===== src/sv/shb_pkg.sv =====
`timescale 1ns / 1ps
`default_nettype none

package shb_pkg;

   typedef logic [31:0] shb_word_type;

   localparam int unsigned ROUND_COUNT = 64;
   localparam int unsigned HASH_WORDS  = 8;
   localparam int unsigned SCHED_WORDS = 16;
   localparam int unsigned BLOCK_BITS  = 512;

   localparam logic [7:0] PAD_MARK   = 8'h80;
   localparam logic [7:0] PAD_ZERO   = 8'h00;
   localparam logic [5:0] LEN_OFFSET = 6'd56;
   localparam logic [5:0] FILL_LAST  = 6'd63;
   localparam logic [2:0] WORD_LAST  = 3'd7;

   localparam shb_word_type INIT_HASH [HASH_WORDS] = '{
      32'h6a09e667, 32'hbb67ae85, 32'h3c6ef372, 32'ha54ff53a,
      32'h510e527f, 32'h9b05688c, 32'h1f83d9ab, 32'h5be0cd19
   };

   localparam shb_word_type ROUND_K [ROUND_COUNT] = '{
      32'h428a2f98, 32'h71374491, 32'hb5c0fbcf, 32'he9b5dba5, 32'h3956c25b, 32'h59f111f1,
      32'h923f82a4, 32'hab1c5ed5, 32'hd807aa98, 32'h12835b01, 32'h243185be, 32'h550c7dc3,
      32'h72be5d74, 32'h80deb1fe, 32'h9bdc06a7, 32'hc19bf174, 32'he49b69c1, 32'hefbe4786,
      32'h0fc19dc6, 32'h240ca1cc, 32'h2de92c6f, 32'h4a7484aa, 32'h5cb0a9dc, 32'h76f988da,
      32'h983e5152, 32'ha831c66d, 32'hb00327c8, 32'hbf597fc7, 32'hc6e00bf3, 32'hd5a79147,
      32'h06ca6351, 32'h14292967, 32'h27b70a85, 32'h2e1b2138, 32'h4d2c6dfc, 32'h53380d13,
      32'h650a7354, 32'h766a0abb, 32'h81c2c92e, 32'h92722c85, 32'ha2bfe8a1, 32'ha81a664b,
      32'hc24b8b70, 32'hc76c51a3, 32'hd192e819, 32'hd6990624, 32'hf40e3585, 32'h106aa070,
      32'h19a4c116, 32'h1e376c08, 32'h2748774c, 32'h34b0bcb5, 32'h391c0cb3, 32'h4ed8aa4a,
      32'h5b9cca4f, 32'h682e6ff3, 32'h748f82ee, 32'h78a5636f, 32'h84c87814, 32'h8cc70208,
      32'h90befffa, 32'ha4506ceb, 32'hbef9a3f7, 32'hc67178f2
   };

   typedef enum logic [2:0] {
      ST_IDLE,
      ST_BLOCK,
      ST_PAD,
      ST_PAD_WAIT,
      ST_LEN,
      ST_FINAL_WAIT,
      ST_EMIT
   } shb_state_type;

   typedef struct packed {
      logic start;
      logic init;
   } shb_core_ctrl_type;

   typedef struct packed {
      logic busy;
      logic done;
   } shb_core_stat_type;

   function automatic shb_word_type rotr(input shb_word_type x, input logic [4:0] n);
      return (x >> n) | (x << (6'd32 - {1'b0, n}));
   endfunction

endpackage

`default_nettype wire


===== src/sv/shb_req_if.sv =====
`timescale 1ns / 1ps
`default_nettype none

interface shb_req_if;
   logic       valid;
   logic       ready;
   logic [7:0] data_byte;
   logic       byte_present;
   logic       end_of_message;

   modport source (output valid, output data_byte, output byte_present,
                   output end_of_message, input ready);
   modport sink   (input valid, input data_byte, input byte_present,
                   input end_of_message, output ready);
endinterface

`default_nettype wire


===== src/sv/shb_rsp_if.sv =====
`timescale 1ns / 1ps
`default_nettype none

interface shb_rsp_if;
   logic        valid;
   logic        ready;
   logic [31:0] digest_word;
   logic        last_word;

   modport source (output valid, output digest_word, output last_word, input ready);
   modport sink   (input valid, input digest_word, input last_word, output ready);
endinterface

`default_nettype wire


===== src/sv/shb_compress.sv =====
`timescale 1ns / 1ps
`default_nettype none

module shb_compress (
   input  wire logic                             clock,
   input  wire logic                             reset,
   input  wire shb_pkg::shb_core_ctrl_type       ctrl,
   input  wire logic [shb_pkg::BLOCK_BITS-1:0]   block,
   output shb_pkg::shb_core_stat_type            stat,
   output shb_pkg::shb_word_type                 hash_words [shb_pkg::HASH_WORDS]
);

   logic                  busy_ff, busy_in;
   logic                  fin_ff, fin_in;
   logic [5:0]            round_ff, round_in;
   shb_pkg::shb_word_type h_ff [shb_pkg::HASH_WORDS];
   shb_pkg::shb_word_type h_in [shb_pkg::HASH_WORDS];
   shb_pkg::shb_word_type v_ff [shb_pkg::HASH_WORDS];
   shb_pkg::shb_word_type v_in [shb_pkg::HASH_WORDS];
   shb_pkg::shb_word_type w_ff [shb_pkg::SCHED_WORDS];
   shb_pkg::shb_word_type w_in [shb_pkg::SCHED_WORDS];
   shb_pkg::shb_word_type t1, t2, w_new, sig0, sig1;

   always_comb begin
      sig0  = shb_pkg::rotr(w_ff[1], 5'd7) ^ shb_pkg::rotr(w_ff[1], 5'd18) ^ (w_ff[1] >> 3);
      sig1  = shb_pkg::rotr(w_ff[14], 5'd17) ^ shb_pkg::rotr(w_ff[14], 5'd19)
              ^ (w_ff[14] >> 10);
      w_new = sig1 + w_ff[9] + sig0 + w_ff[0];
      t1 = v_ff[7]
           + (shb_pkg::rotr(v_ff[4], 5'd6) ^ shb_pkg::rotr(v_ff[4], 5'd11)
              ^ shb_pkg::rotr(v_ff[4], 5'd25))
           + ((v_ff[4] & v_ff[5]) ^ (~v_ff[4] & v_ff[6]))
           + shb_pkg::ROUND_K[round_ff] + w_ff[0];
      t2 = (shb_pkg::rotr(v_ff[0], 5'd2) ^ shb_pkg::rotr(v_ff[0], 5'd13)
            ^ shb_pkg::rotr(v_ff[0], 5'd22))
           + ((v_ff[0] & v_ff[1]) ^ (v_ff[0] & v_ff[2]) ^ (v_ff[1] & v_ff[2]));

      busy_in  = busy_ff;
      fin_in   = 1'b0;
      round_in = round_ff;
      h_in     = h_ff;
      v_in     = v_ff;
      w_in     = w_ff;

      if (ctrl.start) begin
         busy_in  = 1'b1;
         round_in = '0;
         v_in     = h_ff;
         for (int i = 0; i < shb_pkg::SCHED_WORDS; i++) begin
            w_in[i] = block[shb_pkg::BLOCK_BITS-1-32*i -: 32];
         end
      end else if (busy_ff) begin
         v_in[7] = v_ff[6];
         v_in[6] = v_ff[5];
         v_in[5] = v_ff[4];
         v_in[4] = v_ff[3] + t1;
         v_in[3] = v_ff[2];
         v_in[2] = v_ff[1];
         v_in[1] = v_ff[0];
         v_in[0] = t1 + t2;
         for (int i = 0; i < shb_pkg::SCHED_WORDS - 1; i++) begin
            w_in[i] = w_ff[i+1];
         end
         w_in[shb_pkg::SCHED_WORDS-1] = w_new;
         round_in = round_ff + 6'd1;
         if (round_ff == 6'(shb_pkg::ROUND_COUNT - 1)) begin
            busy_in = 1'b0;
            fin_in  = 1'b1;
         end
      end

      if (fin_ff) begin
         for (int i = 0; i < shb_pkg::HASH_WORDS; i++) begin
            h_in[i] = h_ff[i] + v_ff[i];
         end
      end
      if (ctrl.init) begin
         h_in = shb_pkg::INIT_HASH;
      end
   end

   always_ff @(posedge clock) begin
      if (reset) begin
         busy_ff  <= 1'b0;
         fin_ff   <= 1'b0;
         round_ff <= '0;
         h_ff     <= shb_pkg::INIT_HASH;
      end else begin
         busy_ff  <= busy_in;
         fin_ff   <= fin_in;
         round_ff <= round_in;
         h_ff     <= h_in;
      end
   end

   always_ff @(posedge clock) begin
      v_ff <= v_in;
      w_ff <= w_in;
   end

   assign stat.busy  = busy_ff | fin_ff;
   assign stat.done  = fin_ff;
   assign hash_words = h_ff;

endmodule

`default_nettype wire


===== src/sv/sha256_byte_stream_hasher_top.sv =====
// SHA-256 over a byte stream. Each request transaction carries at most one message byte and an
// end-of-message mark; the eight digest words follow as response transactions, high word
// first, and the hasher then starts the next message from the initial hash values. Bytes are
// taken one per cycle while the hasher is idle into a 64-byte block shift register; the 64th
// byte starts one shared round unit, which runs one round per cycle, and a full block holds
// off requests through the start, the 64 rounds and the hash update. The final transaction
// shifts in the 0x80 mark, zero bytes up to byte 56 and the 64-bit bit length (through a
// second block when needed), then runs one final compression and then emits the digest
// words. No request is taken from the end mark until the last digest word has been accepted.
`timescale 1ns / 1ps
`default_nettype none

module sha256_byte_stream_hasher_top (
   input wire logic  clock,
   input wire logic  reset,
   shb_req_if.sink   req_chan,
   shb_rsp_if.source rsp_chan
);

   shb_pkg::shb_state_type     state_ff, state_in;
   logic [5:0]                 fill_ff, fill_in;
   logic [63:0]                total_ff, total_in;
   logic [shb_pkg::BLOCK_BITS-1:0] block_ff, block_in;
   logic                       first_ff, first_in;
   logic                       pend_ff, pend_in;
   logic                       start_ff, start_in;
   logic [2:0]                 idx_ff, idx_in;
   logic                       shift_en;
   logic [7:0]                 shift_byte;
   logic                       full;
   shb_pkg::shb_core_ctrl_type core_ctrl;
   shb_pkg::shb_core_stat_type core_stat;
   shb_pkg::shb_word_type      hash_words [shb_pkg::HASH_WORDS];

   shb_compress u_compress (
      .clock      (clock),
      .reset      (reset),
      .ctrl       (core_ctrl),
      .block      (block_ff),
      .stat       (core_stat),
      .hash_words (hash_words)
   );

   always_comb begin
      state_in        = state_ff;
      total_in        = total_ff;
      first_in        = first_ff;
      pend_in         = pend_ff;
      idx_in          = idx_ff;
      shift_en        = 1'b0;
      shift_byte      = shb_pkg::PAD_ZERO;
      core_ctrl.start = start_ff;
      core_ctrl.init  = 1'b0;
      req_chan.ready  = 1'b0;
      rsp_chan.valid  = 1'b0;

      case (state_ff)
         shb_pkg::ST_IDLE: begin
            req_chan.ready = 1'b1;
            if (req_chan.valid) begin
               pend_in  = req_chan.end_of_message;
               first_in = 1'b1;
               if (req_chan.byte_present) begin
                  shift_en   = 1'b1;
                  shift_byte = req_chan.data_byte;
                  total_in   = total_ff + 64'd1;
               end
               if (req_chan.byte_present && fill_ff == shb_pkg::FILL_LAST) begin
                  state_in = shb_pkg::ST_BLOCK;
               end else if (req_chan.end_of_message) begin
                  state_in = shb_pkg::ST_PAD;
               end
            end
         end
         shb_pkg::ST_BLOCK: begin
            if (core_stat.done) begin
               state_in = pend_ff ? shb_pkg::ST_PAD : shb_pkg::ST_IDLE;
            end
         end
         shb_pkg::ST_PAD: begin
            if (!first_ff && fill_ff == shb_pkg::LEN_OFFSET) begin
               state_in = shb_pkg::ST_LEN;
               total_in = {total_ff[60:0], 3'b000};
            end else begin
               shift_en   = 1'b1;
               shift_byte = first_ff ? shb_pkg::PAD_MARK : shb_pkg::PAD_ZERO;
               first_in   = 1'b0;
               if (fill_ff == shb_pkg::FILL_LAST) begin
                  state_in = shb_pkg::ST_PAD_WAIT;
               end
            end
         end
         shb_pkg::ST_PAD_WAIT: begin
            if (core_stat.done) begin
               state_in = shb_pkg::ST_PAD;
            end
         end
         shb_pkg::ST_LEN: begin
            shift_en   = 1'b1;
            shift_byte = total_ff[63:56];
            total_in   = {total_ff[55:0], 8'h00};
            if (fill_ff == shb_pkg::FILL_LAST) begin
               state_in = shb_pkg::ST_FINAL_WAIT;
            end
         end
         shb_pkg::ST_FINAL_WAIT: begin
            idx_in = '0;
            if (core_stat.done) begin
               state_in = shb_pkg::ST_EMIT;
            end
         end
         shb_pkg::ST_EMIT: begin
            rsp_chan.valid = 1'b1;
            if (rsp_chan.ready) begin
               idx_in = idx_ff + 3'd1;
               if (idx_ff == shb_pkg::WORD_LAST) begin
                  core_ctrl.init = 1'b1;
                  total_in       = '0;
                  state_in       = shb_pkg::ST_IDLE;
               end
            end
         end
         default: begin
            state_in = shb_pkg::ST_IDLE;
         end
      endcase

      full     = shift_en && fill_ff == shb_pkg::FILL_LAST;
      start_in = full;
      fill_in  = shift_en ? fill_ff + 6'd1 : fill_ff;
      block_in = shift_en ? {block_ff[shb_pkg::BLOCK_BITS-9:0], shift_byte} : block_ff;

      rsp_chan.digest_word = hash_words[idx_ff];
      rsp_chan.last_word   = idx_ff == shb_pkg::WORD_LAST;
   end

   always_ff @(posedge clock) begin
      if (reset) begin
         state_ff <= shb_pkg::ST_IDLE;
         fill_ff  <= '0;
         total_ff <= '0;
         first_ff <= 1'b0;
         pend_ff  <= 1'b0;
         start_ff <= 1'b0;
         idx_ff   <= '0;
      end else begin
         state_ff <= state_in;
         fill_ff  <= fill_in;
         total_ff <= total_in;
         first_ff <= first_in;
         pend_ff  <= pend_in;
         start_ff <= start_in;
         idx_ff   <= idx_in;
      end
   end

   always_ff @(posedge clock) begin
      block_ff <= block_in;
   end

   // round unit must be idle when a block is handed over
   a_start_idle: assert property (@(posedge clock) disable iff (reset)
      core_ctrl.start |-> !core_stat.busy)
      else $error("block start while round unit busy");

   a_no_overlap: assert property (@(posedge clock) disable iff (reset)
      rsp_chan.valid |-> !req_chan.ready)
      else $error("request taken during digest output");

   a_emit_aligned: assert property (@(posedge clock) disable iff (reset)
      rsp_chan.valid |-> fill_ff == '0 && !core_stat.busy)
      else $error("digest output with block not closed");

   a_restart: assert property (@(posedge clock) disable iff (reset)
      rsp_chan.valid && rsp_chan.ready && rsp_chan.last_word |=>
         req_chan.ready && total_ff == '0)
      else $error("hasher not restarted after digest");

endmodule

`default_nettype wire

===== src/flat_wrapper.sv =====
// flat-port wrapper written by rule: the top's interface ports become plain ports
module sha256_byte_stream_hasher_top_flat 
  (clock, reset, req_chan_valid, req_chan_data_byte, req_chan_byte_present, req_chan_end_of_message, req_chan_ready, rsp_chan_valid, rsp_chan_digest_word, rsp_chan_last_word, rsp_chan_ready);
  shb_req_if req_chan_i ();
  shb_rsp_if rsp_chan_i ();
  input wire logic clock;
  input wire logic reset;
  input wire logic [$bits(req_chan_i.valid)-1:0] req_chan_valid;
  input wire logic [$bits(req_chan_i.data_byte)-1:0] req_chan_data_byte;
  input wire logic [$bits(req_chan_i.byte_present)-1:0] req_chan_byte_present;
  input wire logic [$bits(req_chan_i.end_of_message)-1:0] req_chan_end_of_message;
  output wire logic [$bits(req_chan_i.ready)-1:0] req_chan_ready;
  output wire logic [$bits(rsp_chan_i.valid)-1:0] rsp_chan_valid;
  output wire logic [$bits(rsp_chan_i.digest_word)-1:0] rsp_chan_digest_word;
  output wire logic [$bits(rsp_chan_i.last_word)-1:0] rsp_chan_last_word;
  input wire logic [$bits(rsp_chan_i.ready)-1:0] rsp_chan_ready;
  assign req_chan_i.valid = req_chan_valid;
  assign req_chan_i.data_byte = req_chan_data_byte;
  assign req_chan_i.byte_present = req_chan_byte_present;
  assign req_chan_i.end_of_message = req_chan_end_of_message;
  assign req_chan_ready = req_chan_i.ready;
  assign rsp_chan_valid = rsp_chan_i.valid;
  assign rsp_chan_digest_word = rsp_chan_i.digest_word;
  assign rsp_chan_last_word = rsp_chan_i.last_word;
  assign rsp_chan_i.ready = rsp_chan_ready;
  sha256_byte_stream_hasher_top u_core (.clock(clock), .reset(reset), .req_chan(req_chan_i), .rsp_chan(rsp_chan_i));
endmodule

===== config.mk =====
export PLATFORM = sky130hd
export DESIGN_NAME = sha256_byte_stream_hasher_top_flat
export DESIGN_NICKNAME = d
export VERILOG_FILES = /design/src/sv/shb_pkg.sv /design/src/sv/shb_req_if.sv /design/src/sv/shb_rsp_if.sv /design/src/sv/shb_compress.sv /design/src/sv/sha256_byte_stream_hasher_top.sv /design/src/flat_wrapper.sv
export SDC_FILE = /design/constraint.sdc
export NUM_CORES = 2
export LEC_CHECK = 0
export BUFFER_PORTS_ARGS = -buffer_cell sky130_fd_sc_hd__buf_2
export CORE_UTILIZATION = 60
export DETAILED_ROUTE_END_ITERATION = 10
export MAX_ROUTING_LAYER = met4
export PLACE_DENSITY = 0.84
export SKIP_CTS_REPAIR_TIMING = 1
export SYNTH_ARGS = -nofsm -noshare
export SYNTH_HDL_FRONTEND = slang
export SYNTH_SLANG_ARGS = --single-unit

===== constraint.sdc =====
create_clock -name clock -period 25.1 [get_ports clock]
set_input_delay 5.02 -clock clock [delete_from_list [all_inputs] [get_ports clock]]
set_output_delay 5.02 -clock clock [all_outputs]
set_load 0.005 [all_outputs]

==> flow_summary.json <==
{
  "numCtsBuffers": 167,
  "drv_cap": 0,
  "cts_sinks": 1623,
  "worst_setup_path_end_kind": "register",
  "grt_max_degree": 187,
  "hold_viol": 0,
  "ys_types": 103,
  "grt_antenna_before_repair": 14,
  "ys.flop_type": "edfxtp_1",
  "cts.path.max_buffers": 3,
  "leakage_nw": 36.0,
  "gp_congestion": 1.03,
  "tightest_slew_ps": 1270,
  "grt.total_usage_pct": 33.9,
  "rrSetupSlack_ps": 15560,
  "slowest_stage": "ha_1",
  "r2r-end": "u_core.u_compress.v_ff[255]",
  "synthTopCellsByArea": "edfxtp_1 42%, mux2_2 8.8%, dfxtp_1 7.5%",
  "setup_viol": 0,
  "cp_num_buf_inv": 5,
  "drive_gt1_share_pct": 15.6,
  "slew_headroom_pct": 14.6,
  "path_class": "reg -> reg",
  "cts.clk_slew.worst_paths_ps": 70,
  "status": "completed",
  "synth_top_area_cell": "edfxtp_1",
  "avgRoutedWirePerCell_um": 25.6,
  "io_buffers": 48,
  "drt_first_pass_iters": 6,
  "timing.rr.start": "u_core.u_compress.round_ff[0]",
  "core_area_sq_um": 150000,
  "grt-ovfl-total": 0,
  "avgSynthCellArea_sq_um": 11.6,
  "hold_path_class": "reg -> reg",
  "period_needed_ps": 9540,
  "syn_inst": 7882,
  "start_util_pct": 60.8,
  "synth_fp_nets": 8495,
  "synth-edff-count": 1280,
  "clkLatencyLatePin_ps": 860,
  "final.setup.tns_ps": 0,
  "die_area_sq_um": 154000,
  "clock.fmax_mhz": 105,
  "final_common_cell": "edfxtp_1",
  "path_common_cell": "a21oi_1",
  "place_ws_ps": 15540,
  "postLayoutSetupSlackWorst_ps": 15560,
  "worst-path-max-fanout": 25,
  "power_density_nw_per_um2": 65.0,
  "vias": 64700,
  "required_ps": 25680,
  "ys_seq_area_share_pct": 49.5,
  "synth_area_sq_um": 91400,
  "reg2regPathDepth": 35,
  "yosysTopAreaCellShare_pct": 42.0,
  "hpwl_um": 178000,
  "period_share_pct": 38.0,
  "final_nets": 8417,
  "layout_common_cells": "1280 x edfxtp_1, 711 x mux2_2, 545 x o21ai_0",
  "io-pin-count": 49,
  "startpoint_type": "register",
  "drv_slew": 0,
  "area_growth_pct": 8.59,
  "cts_tree": "built",
  "die_h_um": 392,
  "htree_levels": 4,
  "path_depth": 35,
  "crit_arrival_ps": 10120,
  "ant_nets": 0,
  "drc_errors": 0,
  "viasPerCell": 6.49,
  "grt_first_pass_wirelength_um": 383000,
  "routed_wl_um": 256000,
  "rows": 142,
  "async_reset_ff_share_pct": 0,
  "dr.first_iter.drc_count": 8433,
  "grt_pass1_vias": 62300,
  "max_stage_delay_ps": 630,
  "utilization_pct": 66.0,
  "peakVddDrop_mv": 0.114,
  "synth_seq_cells": 1623,
  "yosysWarnings": 0,
  "crit_end": "u_core.u_compress.v_ff[255]",
  "skew_ps": 82.9,
  "die_x_um": 392,
  "grt_setup_unrepaired": "false",
  "startpoint": "u_core.u_compress.round_ff[0]",
  "root_buffer": "clkbuf_16",
  "worstHoldPathCells": 0,
  "cp_top_family": "compound AO/OA/AOI/OAI gates",
  "total_power_mw": 6.46
}
## cell type report
cell class	instances	area [sq um]
fill	10500	51200
sequential	1623	45300
multi-input combinational	5365	42800
clock buffer	205	4470
tap	2016	2520
inverter	533	2010
clock inverter	107	1330
timing repair buffer	114	773
antenna	11	27.5
## per-layer routing
| metal | track usage [%] | wire (um) | up-vias |
|---|---|---|---|
| li1 | - | - | 28600 |
| met3 | 6.67 | 26500 | 593 |
| met2 | 50.0 | 115000 | 3663 |
| met1 | 46.1 | 103000 | 31800 |
| met5 | - | 0 | - |
| met4 | 13.5 | 11200 | 0 |
## flip-flops by register name, indices dropped and copies added (netlist names)
| signal | flops |
|---|---|
| u_core.u_compress.busy_ff | 1 |
| u_core.start_ff | 1 |
| u_core.block_ff | 512 |
| u_core.u_compress.w_ff | 512 |
| u_core.state_ff | 3 |
| u_core.u_compress.hash_words | 256 |
| u_core.first_ff | 1 |
| u_core.pend_ff | 1 |
| u_core.fill_ff | 6 |
| u_core.idx_ff | 3 |
| u_core.u_compress.v_ff | 256 |
| u_core.total_ff | 64 |
| u_core.u_compress.fin_ff | 1 |
| u_core.u_compress.round_ff | 6 |
## metrics by stage
step / cell area, sq um / instances / hold WS (ps)
2_1_floorplan: 91400 / 7882 / 420
3_3_place_gp: 93500 / 9651 / 422
3_5_place_dp: 93500 / 9651 / 427
4_1_cts: 99300 / 9963 / 392
5_1_grt: 99300 / 9974 / 423
6_report: 99300 / 9974 / 389
## worst min path at each step
stage                                    start                   end
final                     u_core.block_ff[300]  u_core.block_ff[308]
after global routing      u_core.block_ff[438]  u_core.block_ff[446]
after CTS                 u_core.block_ff[438]  u_core.block_ff[446]
after detailed placement  u_core.block_ff[356]  u_core.block_ff[364]
after global placement    u_core.block_ff[500]  u_core.block_ff[508]
after floorplan            u_core.block_ff[92]  u_core.block_ff[100]
## synthesized netlist by cell type, types with 32 or more instances
cell,count
edfxtp_1,1280
mux2_2,711
o21ai_0,547
inv_1,529
nand2_1,525
a21oi_1,489
nor2_1,443
ha_1,404
dfxtp_1,343
xnor2_1,339
clkbuf_1,310
xor2_1,229
fa_1,195
a21o_1,186
nor3_1,123
mux2i_1,91
nand3_1,80
mux4_2,70
a211oi_1,68
nand2b_1,67
a31oi_1,60
o21a_1,54
a22oi_1,53
nor2b_1,49
o21bai_1,47
buf_1,45
and3_1,40
o211ai_1,36
nand4_1,35
o31ai_1,32
## logic make-up after synthesis
| group | share of synthesized area (%) |
|---|---|
| multiplexers | 11.5 |
| flip-flops | 49.5 |
| adder cells (fa/ha/maj) | 9.83 |
| XOR/XNOR | 5.46 |
| buffers and inverters | 3.68 |
| AO/OA/AOI/OAI | 12.5 |
| AND/OR/NAND/NOR | 7.49 |
## report_power, final
group | total [mW] | switching, mW | internal [mW] | leakage (nW)
clock network | 2.61 | 1.14 | 1.47 | 2.78
registers | 3.53 | 0.179 | 3.35 | 14.2
logic | 0.319 | 0.266 | 0.0524 | 19.0
(Power assumes the default switching activity.)
